===== src/rtl/core/glfi_pkg.sv =====
package glfi_pkg;

  localparam int MAX_PHASES   = 32;
  localparam int SAMPLE_BITS  = 24;
  localparam int PHASE_BITS   = 6;
  localparam int DIST_BITS    = PHASE_BITS + 1;
  localparam int DIV_CNT_BITS = $clog2(SAMPLE_BITS);
  localparam int QDEPTH       = 2;
  localparam int QAW          = $clog2(QDEPTH);

  typedef logic signed [SAMPLE_BITS-1:0] sample_t;
  typedef logic [PHASE_BITS-1:0]         phase_t;
  typedef logic [DIST_BITS-1:0]          dist_t;

  typedef struct packed {
    sample_t sample_real;
    sample_t sample_imag;
    logic    trace_last;
  } in_word_t;

  typedef struct packed {
    sample_t out_real;
    sample_t out_imag;
    phase_t  out_phase;
    logic    run_last;
    logic    trace_done;
  } out_word_t;

  // one queued command: pend words from base (copied or ramped toward fin), then fin
  typedef struct packed {
    sample_t base_real;
    sample_t base_imag;
    sample_t fin_real;
    sample_t fin_imag;
    phase_t  pend;
    phase_t  first;
    logic    interp;
    logic    ending;
  } cmd_t;

endpackage


===== src/rtl/core/glfi_front.sv =====
module glfi_front import glfi_pkg::*; (
  input  logic     clk,
  input  logic     rst_n,
  input  logic     in_valid,
  output logic     in_ready,
  input  in_word_t in_data,
  input  logic     q_full,
  output logic     q_push,
  output cmd_t     q_cmd
);

  sample_t held_real_r, held_real_nxt;
  sample_t held_imag_r, held_imag_nxt;
  logic    have_filled_r, have_filled_nxt;
  phase_t  phase_count_r, phase_count_nxt;
  phase_t  pending_gap_r, pending_gap_nxt;

  logic    accept;
  logic    ending;
  logic    filled;
  phase_t  pend;
  phase_t  first;
  sample_t base_real;
  sample_t base_imag;

  assign in_ready = !q_full;
  assign accept   = in_valid && in_ready;

  always_comb begin
    filled = (in_data.sample_real != '0) || (in_data.sample_imag != '0);
    ending = in_data.trace_last ||
             (({1'b0, phase_count_r} + DIST_BITS'(1)) >= DIST_BITS'(MAX_PHASES));
    if (pending_gap_r > phase_count_r) begin
      pend  = phase_count_r;
      first = '0;
    end else begin
      pend  = pending_gap_r;
      first = phase_count_r - pending_gap_r;
    end

    if (have_filled_r) begin
      base_real = held_real_r;
      base_imag = held_imag_r;
    end else if (filled) begin
      base_real = in_data.sample_real;
      base_imag = in_data.sample_imag;
    end else begin
      base_real = '0;
      base_imag = '0;
    end

    q_push          = accept && (filled || ending);
    q_cmd.base_real = base_real;
    q_cmd.base_imag = base_imag;
    q_cmd.fin_real  = filled ? in_data.sample_real : base_real;
    q_cmd.fin_imag  = filled ? in_data.sample_imag : base_imag;
    q_cmd.pend      = pend;
    q_cmd.first     = first;
    q_cmd.interp    = filled && have_filled_r;
    q_cmd.ending    = ending;

    held_real_nxt   = held_real_r;
    held_imag_nxt   = held_imag_r;
    have_filled_nxt = have_filled_r;
    phase_count_nxt = phase_count_r;
    pending_gap_nxt = pending_gap_r;
    if (accept) begin
      if (ending) begin
        held_real_nxt   = '0;
        held_imag_nxt   = '0;
        have_filled_nxt = 1'b0;
        phase_count_nxt = '0;
        pending_gap_nxt = '0;
      end else begin
        phase_count_nxt = phase_count_r + PHASE_BITS'(1);
        if (filled) begin
          held_real_nxt   = in_data.sample_real;
          held_imag_nxt   = in_data.sample_imag;
          have_filled_nxt = 1'b1;
          pending_gap_nxt = '0;
        end else begin
          pending_gap_nxt = pend + PHASE_BITS'(1);
        end
      end
    end
  end

  always_ff @(posedge clk) begin
    if (!rst_n) begin
      held_real_r   <= '0;
      held_imag_r   <= '0;
      have_filled_r <= 1'b0;
      phase_count_r <= '0;
      pending_gap_r <= '0;
    end else begin
      held_real_r   <= held_real_nxt;
      held_imag_r   <= held_imag_nxt;
      have_filled_r <= have_filled_nxt;
      phase_count_r <= phase_count_nxt;
      pending_gap_r <= pending_gap_nxt;
    end
  end

endmodule


===== src/rtl/core/glfi_fifo.sv =====
module glfi_fifo import glfi_pkg::*; (
  input  logic clk,
  input  logic rst_n,
  input  logic push,
  input  cmd_t push_cmd,
  input  logic pop,
  output cmd_t head,
  output logic full,
  output logic empty
);

  cmd_t             mem_r [QDEPTH];
  logic [QAW-1:0]   wr_ptr_r;
  logic [QAW-1:0]   rd_ptr_r;
  logic [QAW:0]     cnt_r;

  assign full  = (cnt_r == (QAW+1)'(QDEPTH));
  assign empty = (cnt_r == '0);
  assign head  = mem_r[rd_ptr_r];

  always_ff @(posedge clk) begin
    if (push) begin
      mem_r[wr_ptr_r] <= push_cmd;
    end
  end

  always_ff @(posedge clk) begin
    if (!rst_n) begin
      wr_ptr_r <= '0;
      rd_ptr_r <= '0;
      cnt_r    <= '0;
    end else begin
      if (push) begin
        wr_ptr_r <= wr_ptr_r + QAW'(1);
      end
      if (pop) begin
        rd_ptr_r <= rd_ptr_r + QAW'(1);
      end
      if (push && !pop) begin
        cnt_r <= cnt_r + (QAW+1)'(1);
      end else if (pop && !push) begin
        cnt_r <= cnt_r - (QAW+1)'(1);
      end
    end
  end

endmodule


===== src/rtl/core/glfi_div.sv =====
module glfi_div import glfi_pkg::*; (
  input  logic                   clk,
  input  logic                   rst_n,
  input  logic                   start,
  input  logic [SAMPLE_BITS-1:0] dividend,
  input  dist_t                  divisor,
  output logic                   done,
  output logic [SAMPLE_BITS-1:0] quot,
  output dist_t                  rem
);

  logic                    busy_r;
  logic                    done_r;
  logic [DIV_CNT_BITS-1:0] cnt_r;
  logic [SAMPLE_BITS-1:0]  quot_r;
  dist_t                   rem_r;
  dist_t                   dvs_r;

  logic [DIST_BITS:0]      trial;
  logic [DIST_BITS:0]      trial_sub;
  logic                    qbit;

  // restoring division, one quotient bit per cycle
  always_comb begin
    trial     = {rem_r, quot_r[SAMPLE_BITS-1]};
    trial_sub = trial - {1'b0, dvs_r};
    qbit      = (trial >= {1'b0, dvs_r});
  end

  always_ff @(posedge clk) begin
    if (!rst_n) begin
      busy_r <= 1'b0;
      done_r <= 1'b0;
      cnt_r  <= '0;
    end else begin
      done_r <= 1'b0;
      if (start) begin
        busy_r <= 1'b1;
        cnt_r  <= '0;
      end else if (busy_r) begin
        cnt_r <= cnt_r + DIV_CNT_BITS'(1);
        if (cnt_r == DIV_CNT_BITS'(SAMPLE_BITS - 1)) begin
          busy_r <= 1'b0;
          done_r <= 1'b1;
        end
      end
    end
  end

  always_ff @(posedge clk) begin
    if (start) begin
      quot_r <= dividend;
      rem_r  <= '0;
      dvs_r  <= divisor;
    end else if (busy_r) begin
      quot_r <= {quot_r[SAMPLE_BITS-2:0], qbit};
      rem_r  <= qbit ? trial_sub[DIST_BITS-1:0] : trial[DIST_BITS-1:0];
    end
  end

  assign done = done_r;
  assign quot = quot_r;
  assign rem  = rem_r;

endmodule


===== src/rtl/core/glfi_back.sv =====
module glfi_back import glfi_pkg::*; (
  input  logic      clk,
  input  logic      rst_n,
  input  cmd_t      head,
  input  logic      q_empty,
  output logic      q_pop,
  output logic      out_valid,
  input  logic      out_ready,
  output out_word_t out_data
);

  typedef enum logic [1:0] {S_IDLE, S_DIV, S_EMIT} state_t;

  state_t    state_r, state_nxt;
  cmd_t      cmd_r, cmd_nxt;
  phase_t    j_r, j_nxt;
  logic      neg_re_r, neg_re_nxt;
  logic      neg_im_r, neg_im_nxt;
  logic [SAMPLE_BITS-1:0] q_re_r, q_re_nxt;
  logic [SAMPLE_BITS-1:0] q_im_r, q_im_nxt;
  dist_t     r_re_r, r_re_nxt;
  dist_t     r_im_r, r_im_nxt;
  logic      out_valid_r, out_valid_nxt;
  out_word_t out_r, out_nxt;

  logic [SAMPLE_BITS:0]   diff_re;
  logic [SAMPLE_BITS:0]   diff_im;
  logic [SAMPLE_BITS:0]   abs_re;
  logic [SAMPLE_BITS:0]   abs_im;
  logic                   div_start;
  dist_t                  head_dist;
  dist_t                  span;
  logic                   div_done_re;
  logic                   div_done_im;
  logic [SAMPLE_BITS-1:0] qd_re;
  logic [SAMPLE_BITS-1:0] qd_im;
  dist_t                  rd_re;
  dist_t                  rd_im;
  logic [DIST_BITS:0]     rsum_re;
  logic [DIST_BITS:0]     rsum_im;
  logic                   wrap_re;
  logic                   wrap_im;
  logic [SAMPLE_BITS:0]   step_re;
  logic [SAMPLE_BITS:0]   step_im;
  logic [SAMPLE_BITS:0]   val_re;
  logic [SAMPLE_BITS:0]   val_im;
  logic                   slot_free;

  always_comb begin
    diff_re   = {head.fin_real[SAMPLE_BITS-1], head.fin_real} -
                {head.base_real[SAMPLE_BITS-1], head.base_real};
    diff_im   = {head.fin_imag[SAMPLE_BITS-1], head.fin_imag} -
                {head.base_imag[SAMPLE_BITS-1], head.base_imag};
    abs_re    = diff_re[SAMPLE_BITS] ? -diff_re : diff_re;
    abs_im    = diff_im[SAMPLE_BITS] ? -diff_im : diff_im;
    head_dist = {1'b0, head.pend} + DIST_BITS'(1);
    span      = {1'b0, cmd_r.pend} + DIST_BITS'(1);
    div_start = (state_r == S_IDLE) && !q_empty && head.interp && (head.pend != '0);
  end

  glfi_div u_div_re (
    .clk      (clk),
    .rst_n    (rst_n),
    .start    (div_start),
    .dividend (abs_re[SAMPLE_BITS-1:0]),
    .divisor  (head_dist),
    .done     (div_done_re),
    .quot     (qd_re),
    .rem      (rd_re)
  );

  glfi_div u_div_im (
    .clk      (clk),
    .rst_n    (rst_n),
    .start    (div_start),
    .dividend (abs_im[SAMPLE_BITS-1:0]),
    .divisor  (head_dist),
    .done     (div_done_im),
    .quot     (qd_im),
    .rem      (rd_im)
  );

  // k*|diff|/span tracked as quotient and remainder, stepped by |diff|/span
  always_comb begin
    rsum_re = {1'b0, r_re_r} + {1'b0, rd_re};
    rsum_im = {1'b0, r_im_r} + {1'b0, rd_im};
    wrap_re = (rsum_re >= {1'b0, span});
    wrap_im = (rsum_im >= {1'b0, span});
    step_re = neg_re_r ? -{1'b0, q_re_r} : {1'b0, q_re_r};
    step_im = neg_im_r ? -{1'b0, q_im_r} : {1'b0, q_im_r};
    val_re  = {cmd_r.base_real[SAMPLE_BITS-1], cmd_r.base_real} + step_re;
    val_im  = {cmd_r.base_imag[SAMPLE_BITS-1], cmd_r.base_imag} + step_im;
  end

  assign slot_free = !out_valid_r || out_ready;

  always_comb begin
    state_nxt     = state_r;
    cmd_nxt       = cmd_r;
    j_nxt         = j_r;
    neg_re_nxt    = neg_re_r;
    neg_im_nxt    = neg_im_r;
    q_re_nxt      = q_re_r;
    q_im_nxt      = q_im_r;
    r_re_nxt      = r_re_r;
    r_im_nxt      = r_im_r;
    out_nxt       = out_r;
    out_valid_nxt = out_ready ? 1'b0 : out_valid_r;
    q_pop         = 1'b0;

    unique case (state_r)
      S_IDLE: begin
        if (!q_empty) begin
          q_pop      = 1'b1;
          cmd_nxt    = head;
          j_nxt      = '0;
          neg_re_nxt = diff_re[SAMPLE_BITS];
          neg_im_nxt = diff_im[SAMPLE_BITS];
          state_nxt  = div_start ? S_DIV : S_EMIT;
        end
      end
      S_DIV: begin
        if (div_done_re && div_done_im) begin
          q_re_nxt  = qd_re;
          q_im_nxt  = qd_im;
          r_re_nxt  = rd_re;
          r_im_nxt  = rd_im;
          state_nxt = S_EMIT;
        end
      end
      S_EMIT: begin
        if (slot_free) begin
          out_valid_nxt = 1'b1;
          out_nxt.out_phase = cmd_r.first + j_r;
          if (j_r != cmd_r.pend) begin
            out_nxt.run_last   = 1'b0;
            out_nxt.trace_done = 1'b0;
            if (cmd_r.interp) begin
              out_nxt.out_real = val_re[SAMPLE_BITS-1:0];
              out_nxt.out_imag = val_im[SAMPLE_BITS-1:0];
            end else begin
              out_nxt.out_real = cmd_r.base_real;
              out_nxt.out_imag = cmd_r.base_imag;
            end
            j_nxt    = j_r + PHASE_BITS'(1);
            r_re_nxt = wrap_re ? DIST_BITS'(rsum_re - {1'b0, span}) : rsum_re[DIST_BITS-1:0];
            r_im_nxt = wrap_im ? DIST_BITS'(rsum_im - {1'b0, span}) : rsum_im[DIST_BITS-1:0];
            q_re_nxt = q_re_r + qd_re + SAMPLE_BITS'(wrap_re);
            q_im_nxt = q_im_r + qd_im + SAMPLE_BITS'(wrap_im);
          end else begin
            out_nxt.out_real   = cmd_r.fin_real;
            out_nxt.out_imag   = cmd_r.fin_imag;
            out_nxt.run_last   = 1'b1;
            out_nxt.trace_done = cmd_r.ending;
            state_nxt          = S_IDLE;
          end
        end
      end
      default: state_nxt = S_IDLE;
    endcase
  end

  always_ff @(posedge clk) begin
    if (!rst_n) begin
      state_r     <= S_IDLE;
      out_valid_r <= 1'b0;
    end else begin
      state_r     <= state_nxt;
      out_valid_r <= out_valid_nxt;
    end
    cmd_r    <= cmd_nxt;
    j_r      <= j_nxt;
    neg_re_r <= neg_re_nxt;
    neg_im_r <= neg_im_nxt;
    q_re_r   <= q_re_nxt;
    q_im_r   <= q_im_nxt;
    r_re_r   <= r_re_nxt;
    r_im_r   <= r_im_nxt;
    out_r    <= out_nxt;
  end

  assign out_valid = out_valid_r;
  assign out_data  = out_r;

endmodule


===== src/rtl/core/gap_fill_linear_interpolator.sv =====
// channel   dir   payload      handshake
// in_       in    in_word_t    in_valid / in_ready
// out_      out   out_word_t   out_valid / out_ready
//
// the front takes one word per cycle while its two-entry command queue has room
// a word that only extends a gap produces nothing
// the back picks up a command when idle and emits all of its results before it takes the next
// a run with interpolated phases first waits on the radix-2 divider
// reset is synchronous on rst_n and empties the queue; a stalled out_ready holds the
// output word, and the queue keeps the front accepting for two more commands
module gap_fill_linear_interpolator import glfi_pkg::*; (
  input  logic      clk,
  input  logic      rst_n,
  input  logic      in_valid,
  output logic      in_ready,
  input  in_word_t  in_data,
  output logic      out_valid,
  input  logic      out_ready,
  output out_word_t out_data
);

  logic q_full;
  logic q_empty;
  logic q_push;
  logic q_pop;
  cmd_t q_cmd;
  cmd_t q_head;

  glfi_front u_front (
    .clk      (clk),
    .rst_n    (rst_n),
    .in_valid (in_valid),
    .in_ready (in_ready),
    .in_data  (in_data),
    .q_full   (q_full),
    .q_push   (q_push),
    .q_cmd    (q_cmd)
  );

  glfi_fifo u_fifo (
    .clk      (clk),
    .rst_n    (rst_n),
    .push     (q_push),
    .push_cmd (q_cmd),
    .pop      (q_pop),
    .head     (q_head),
    .full     (q_full),
    .empty    (q_empty)
  );

  glfi_back u_back (
    .clk       (clk),
    .rst_n     (rst_n),
    .head      (q_head),
    .q_empty   (q_empty),
    .q_pop     (q_pop),
    .out_valid (out_valid),
    .out_ready (out_ready),
    .out_data  (out_data)
  );

endmodule


===== config.mk =====
export PLATFORM = sky130hd
export DESIGN_NAME = gap_fill_linear_interpolator
export DESIGN_NICKNAME = d
export VERILOG_FILES = /design/src/rtl/core/glfi_pkg.sv /design/src/rtl/core/glfi_front.sv /design/src/rtl/core/glfi_fifo.sv /design/src/rtl/core/glfi_div.sv /design/src/rtl/core/glfi_back.sv /design/src/rtl/core/gap_fill_linear_interpolator.sv
export SDC_FILE = /design/constraint.sdc
export NUM_CORES = 1
export LEC_CHECK = 0
export BUFFER_PORTS_ARGS = -buffer_cell sky130_fd_sc_hd__buf_2
export CAP_MARGIN = 20
export CORE_MARGIN = 1.5
export CORE_UTILIZATION = 60
export DETAILED_ROUTE_END_ITERATION = 12
export GPL_TIMING_DRIVEN = 0
export MAX_ROUTING_LAYER = met4
export PLACE_DENSITY = 0.77
export SYNTH_ARGS = -nofsm -noshare
export SYNTH_HDL_FRONTEND = slang
export SYNTH_SLANG_ARGS = --single-unit

===== constraint.sdc =====
create_clock -name clk -period 8.5 [get_ports clk]
set_input_delay 0.425 -clock clk [delete_from_list [all_inputs] [get_ports clk]]
set_output_delay 0.425 -clock clk [all_outputs]
set_load 0.005 [all_outputs]

==> results of run 1 <==
[layout make-up]
type	count	area [um^2]
Inverter	165	624
Clock inverter	35	305
Timing Repair Buffer	124	851
Clock buffer	89	1850
Buffer	126	474
Fill cell	4312	18600
Sequential cell	608	17300
Tap cell	765	957
Multi-Input combinational cell	2385	17000
[cells in the final DEF (no fill, tap or decap), types with 29 or more instances in the layout]
cell,count
a22oi_1,57
mux2i_1,108
mux2_2,111
o21ai_0,233
nand2_1,306
ha_1,204
xnor2_1,164
nand3_1,57
a211oi_1,29
a21o_1,121
dfxtp_1,97
nor2b_1,82
xor2_1,84
o31ai_1,29
buf_2,111
clkbuf_16,68
nor3_1,48
nor2_1,152
a21oi_1,148
nand2b_1,33
edfxtp_1,511
clkbuf_1,123
inv_1,162
[layer usage]
| metal | wire length [um] | vias to the layer above |
|---|---|---|
| met2 | 43300 | 1115 |
| met1 | 40100 | 12800 |
| met4 | 2890 | 0 |
| met5 | 0 | - |
| met3 | 7230 | 163 |
| li1 | - | 12500 |
[stage by stage]
stage | TNS [ns] | setup slack [ns] | util | hold slack [ns]
after floorplan | 0 | 1.91 | - | 0.467
after global placement | -326.22 | -1.45 | 0.636 | 0.497
after detailed placement | 0 | 1.39 | 0.641 | 0.502
after CTS | 0 | 1.35 | 0.679 | 0.114
after global routing | 0 | 0.966 | 0.679 | 0.144
final | 0 | 1.10 | 0.679 | 0.133
[cell families (layout without fill, tap and decap cells)]
| kind of cell | Yosys count | count (layout) | synth area share |
|---|---|---|---|
| and+or+nand+nor | 867 | 867 | 0.121 |
| AOI/OAI and AO/OA | 831 | 831 | 0.151 |
| DFF | 608 | 608 | 0.489 |
| buffers and inverters | 291 | 539 | 0.0309 |
| xor gates and xnor gates | 248 | 248 | 0.0614 |
| adders and majority gates | 220 | 220 | 0.0812 |
| muxes | 219 | 219 | 0.0659 |
[worst min-delay path, stage by stage]
cell	delay (ns)
buf_2	0.11
a22oi_1	0.06
nor2b_1	0.10
[final timing paths]
path | end | slack [ns] | depth (start not counted)
max | u_back.u_div_re.quot[23] | 1.10 | 17
min | u_front.held_real_r[7] | 0.13 | 3
max reg2reg | u_back.u_div_re.quot[23] | 1.10 | 17
min reg2reg | u_back.u_div_im.rem[6] | 0.51 | 2
[synthesized netlist by cell type (all sizes together), types with 49 or more instances]
master and instances:
nand3 57, o21ai 252, nor3 49, a21o 122, nand2 306, clkbuf 109, nor2 154, xor2 84
nor2b 83, mux2i 108, xnor2 164, edfxtp 511, inv 165, ha 204, dfxtp 97, a21oi 149
mux2 111, a22oi 57
[flip-flops by register name, summed over array words and instances (netlist names), 6 cells and up, named ones only]
name / count
u_back.j_r: 6
u_back.r_im_r: 7
u_back.out_data: 56
u_back.cmd_r: 110
u_back.u_div_re.dvs_r: 7
u_back.u_div_im.quot: 24
u_front.held_imag_r: 24
u_back.r_re_r: 7
u_back.u_div_re.quot: 24
u_front.held_real_r: 24
u_front.phase_count_r: 6
u_back.q_re_r: 24
u_back.q_im_r: 24
u_back.u_div_re.rem: 7
u_back.u_div_im.rem: 7
u_front.pending_gap_r: 6
u_fifo.mem_r: 220
==> results.py, run 1 <==
metrics = {
    "outcome": {
        "status": "completed",
    },
    "placement": {
        "port_buffers": 110,
        "post_dp_cell_area_um2": 37200,
        "dp_cells": 4173,
        "gp_congestion": 0.958,
        "dp_hpwl_um": 71600,
    },
    "sta": {
        "worst_pin_slew_ns": 1.14,
        "slew_viol_final": 0,
        "period_share": 0.870,
        "grt_setup_unrepaired": "false",
        "finalClockSkew_ns": 0.0181,
        "hold_viol": 0,
        "fmax_mhz": 135,
        "relSlewSlack": 0.243,
        "min_period_ns": 7.40,
        "finalSetupViolCount": 0,
    },
    "grt": {
        "grt_max_degree": 101,
        "grt-busiest-layer": "met2",
        "use_met2": 0.504,
        "met1_usage": 0.429,
        "antenna_found_initial": 2,
        "grt_pass1_wl_um": 144000,
        "use_met3": 0.0391,
        "grt_overflow": 0,
        "first_global_vias": 25900,
        "grtUsageTotal": 0.319,
    },
    "critical_path": {
        "path_cells": "clkbuf_1 > clkbuf_1 > clkbuf_1 > mux2i_1 > ha_1 > inv_1 > fa_1 > a211oi_1 > nand4bb_1 > a21o_1 > a21oi_1 > o21ai_1 > xor2_1 > or4b_4 > or2_4 > or4_1 > o211ai_1",
        "start_kind": "flop",
        "slowest_stage": "clkbuf_1",
        "cp.required_ns": 8.94,
        "cpMostUsedCell": "clkbuf_1",
        "arrival_ns": 7.83,
        "critical_path_buf_inv_count": 4,
        "path_class": "reg2reg",
        "crit_family": "buffers and inverters",
        "crit_fanout": 10,
        "crit_path_max_incr_delay_ns": 0.84,
        "cp-end-kind": "flop",
    },
    "detailed_routing": {
        "drtIter0Drc": 2241,
        "viasPerCell": 6.20,
        "drc_errors": 0,
        "dr.pass1.iters": 6,
        "ant_nets": 0,
        "wl_per_cell_um": 21.8,
        "totalWireLength_um": 93500,
        "num_vias": 26600,
    },
    "synth": {
        "synth_edf_count": 511,
        "ys_async_sr_fraction": 0,
        "yosys-top-cells-area": "edfxtp_1 (43%), ha_1 (7.2%), dfxtp_1 (5.5%)",
        "netlist_instances": 3284,
        "yosysTopAreaCellShare": 0.434,
        "syn_avg_cell_area_um2": 10.8,
        "synth_ff_type": "edfxtp_1",
        "syn_area_um2": 35400,
        "yosysUniqueCellTypes": 86,
        "yosys_warnings": 0,
        "synth_fp_nets": 3557,
        "ys_seq_elements": 608,
        "ys_seq_area_frac": 0.489,
        "yosys.area.top_type": "edfxtp_1",
    },
    "cts": {
        "clkTransAtPathRegs_ns": 0.06,
        "cts_made_buffers": 67,
        "h-tree-depth": 3,
        "clock_latency_ns": 0.61,
        "postCtsResizedCells": 0,
        "clk_path_buf_depth": 3,
        "postCtsHoldBufs": 0,
        "clock_sinks": 608,
        "postCtsSetupBuffers": 0,
        "cts-root-buf": "clkbuf_16",
        "cts_tree": "built",
    },
    "final_layout": {
        "fin_area_um2": 39400,
        "diodes": 0,
        "drive_gt1_frac": 0.107,
        "nets": 3750,
        "fin_cells": 4297,
        "syn2layout_area_growth_pct": 11.3,
    },
    "die": {
        "start_util": 0.610,
        "die_h_um": 246,
        "die_w_um": 246,
        "fp.coreArea_um2": 58000,
        "io_pins": 111,
        "num_rows": 88,
        "die_area_um2": 60400,
    },
    "worst_hold_path": {
        "hp-class": "in2reg",
        "min-delay-start": "in_data[32]",
    },
    "run": {
        "max_cap_viol_count": 0,
    },
}
Power of run 1 is left out: the tool's default activity adds up to more than one toggle a clock period on the data nets, which glitch-free logic cannot reach.
==> run 2: changes to the inputs <==
--- a/config.mk
+++ b/config.mk
@@ -15,4 +15,5 @@
 export PLACE_DENSITY = 0.77
 export SYNTH_ARGS = -nofsm -noshare
 export SYNTH_HDL_FRONTEND = slang
+export SYNTH_HIERARCHICAL = 1
 export SYNTH_SLANG_ARGS = --single-unit
==> results.py, run 2 <==
metrics = {
    "outcome": {
        "status": "completed",
    },
    "synth": {
        "synth_top_family_by_area": "compound AO/OA/AOI/OAI gates",
        "yosys_warnings": 6,
        "synth_xor_area_frac": 0.0651,
        "syn_area_um2": 35500,
        "yosys.area_share.adder": 0.0809,
        "synth.mux.area_fraction": 0.0791,
        "yosys.area.top_type": "edfxtp_1",
        "yosysTopAreaCellShare": 0.438,
        "synth_fp_nets": 3404,
        "synth_edf_count": 518,
        "syn_avg_cell_area_um2": 11.3,
        "netlist_instances": 3131,
        "synth_compound_area_frac": 0.146,
        "yosysMostFrequentCell": "edfxtp_1",
        "yosys-top-cells-count": "edfxtp_1 (518), nand2_1 (248), mux2_2 (213)",
        "yosysUniqueCellTypes": 91,
        "synth-simple-area-share": 0.102,
        "ys_seq_elements": 615,
        "ys_async_sr_fraction": 0,
        "yosys-top-cells-area": "edfxtp_1 (44%), ha_1 (7.2%), mux2_2 (6.8%)",
        "synth_ff_type": "edfxtp_1",
        "ys_seq_area_frac": 0.493,
    },
    "sta": {
        "min_period_ns": 7.15,
        "period_share": 0.841,
        "finalClockSkew_ns": 0.0280,
        "worst_pin_slew_ns": 1.12,
        "finalSetupViolCount": 0,
        "slew_viol_final": 0,
        "relSlewSlack": 0.252,
        "whs_ns": 0.0870,
        "hold_viol": 0,
        "fmax_mhz": 140,
        "grt_setup_unrepaired": "false",
        "layout_setup_ws_ns": 1.35,
    },
    "die": {
        "die_h_um": 246,
        "start_util": 0.611,
        "num_rows": 88,
        "io_pins": 111,
        "die_w_um": 246,
        "die_area_um2": 60600,
        "fp.coreArea_um2": 58100,
    },
    "cts": {
        "postCtsHoldBufs": 0,
        "clk_path_buf_depth": 3,
        "clock_latency_ns": 0.61,
        "cts_made_buffers": 67,
        "h-tree-depth": 3,
        "clock_sinks": 615,
        "postCtsResizedCells": 0,
        "cts-root-buf": "clkbuf_16",
        "cts_tree": "built",
        "postCtsSetupBuffers": 0,
        "clkTransAtPathRegs_ns": 0.06,
    },
    "placement": {
        "dp_hpwl_um": 67100,
        "dpl_worst_slack_ns": 1.21,
        "port_buffers": 110,
        "post_dp_cell_area_um2": 37400,
        "dp_cells": 4024,
        "gp_congestion": 0.956,
    },
    "detailed_routing": {
        "wl_per_cell_um": 21.8,
        "drtIter0Drc": 2062,
        "viasPerCell": 6.23,
        "dr.pass1.iters": 6,
        "num_vias": 25900,
        "drc_errors": 0,
        "ant_nets": 0,
        "totalWireLength_um": 90400,
    },
    "final_layout": {
        "fin_cells": 4156,
        "largest_reg_flops": 220,
        "fin_area_um2": 39600,
        "nets": 3603,
        "drive_gt1_frac": 0.160,
        "regMostFlops": "u_fifo/mem_r",
        "layout_commonest_cell": "edfxtp_1",
        "syn2layout_area_growth_pct": 11.5,
        "final_cell_mix": "edfxtp_1 (518), nand2_1 (248), mux2_2 (213)",
    },
    "grt": {
        "first_global_vias": 25500,
        "grt_pass1_wl_um": 141000,
        "grt_max_degree": 62,
        "grt_overflow": 0,
        "antenna_found_initial": 7,
        "grtUsageTotal": 0.308,
    },
    "critical_path": {
        "cp-end-kind": "flop",
        "crit_fanout": 10,
        "path_class": "reg2reg",
        "arrival_ns": 7.45,
        "cp.required_ns": 8.81,
        "start_kind": "flop",
    },
    "worst_hold_path": {
        "hp-class": "in2reg",
    },
    "run": {
        "max_cap_viol_count": 0,
    },
}
[run 2: worst paths after layout]
kind | start | to | slack, ns | cells past startpoint
worst max-delay path | u_back/u_div_re/rem[0] | u_back/q_re_r[22] | 1.35 | 26
worst min-delay path | in_data[16] | u_front/held_imag_r[15] | 0.09 | 2
worst max register to register | u_back/u_div_re/rem[0] | u_back/q_re_r[22] | 1.35 | 26
worst min register to register | u_front/held_imag_r[6] | u_front/held_imag_r[6] | 0.50 | 1
[run 2: area by class of cell]
| type | instances | area (um^2) |
|---|---|---|
| fill | 4263 | 18500 |
| tap | 765 | 957 |
| multi-input combinational | 2245 | 16800 |
| clock inverter | 39 | 332 |
| buffer | 97 | 542 |
| sequential | 615 | 17500 |
| clock buffer | 83 | 1830 |
| antenna | 8 | 20.0 |
| inverter | 174 | 656 |
| timing repair buffer | 130 | 911 |
[run 2: per-stage QoR]
step,utilization,setup TNS (ns)
after floorplan,-,0
after global placement,0.637,-412.54
after detailed placement,0.643,0
after CTS,0.680,0
after global routing,0.681,0
final,0.681,0
[run 2: cell families after synthesis]
| kind of cell | Yosys count |
|---|---|
| DFF | 615 |
| adders and majority gates | 220 |
| xor gates and xnor gates | 264 |
| AOI/OAI and AO/OA | 777 |
| buffers and inverters | 271 |
| muxes | 254 |
| and+or+nand+nor | 730 |
[run 2: per-layer routing]
layer,track usage,vias to the layer above,routed length [um]
met5,-,-,0
met4,0.108,0,3040
met3,0.0399,197,6030
met2,0.501,969,43500
met1,0.398,12600,37900
li1,-,12100,-
[run 2: critical path, cell delays in order, from the launching register on]
cell and delay [ns]:
dfxtp_1 0.44, ha_1 0.23, inv_1 0.06, fa_1 0.48, inv_1 0.08, fa_1 0.45, a21o_1 0.17, a21oi_1 0.23
o21bai_1 0.09, a21oi_1 0.22, o21ai_0 0.11, a2111oi_0 0.60, clkbuf_2 0.26, clkbuf_1 0.46, fa_1 0.34, fa_1 0.24
nor2b_1 0.06, o21a_1 0.18, o21ai_0 0.33, a21oi_1 0.11, o21ai_0 0.31, o21ai_0 0.22, o41a_1 0.40, a211o_1 0.28
a21oi_1 0.18, xor2_1 0.20, o21ai_0 0.10
Power of run 2 is left out for the same reason.
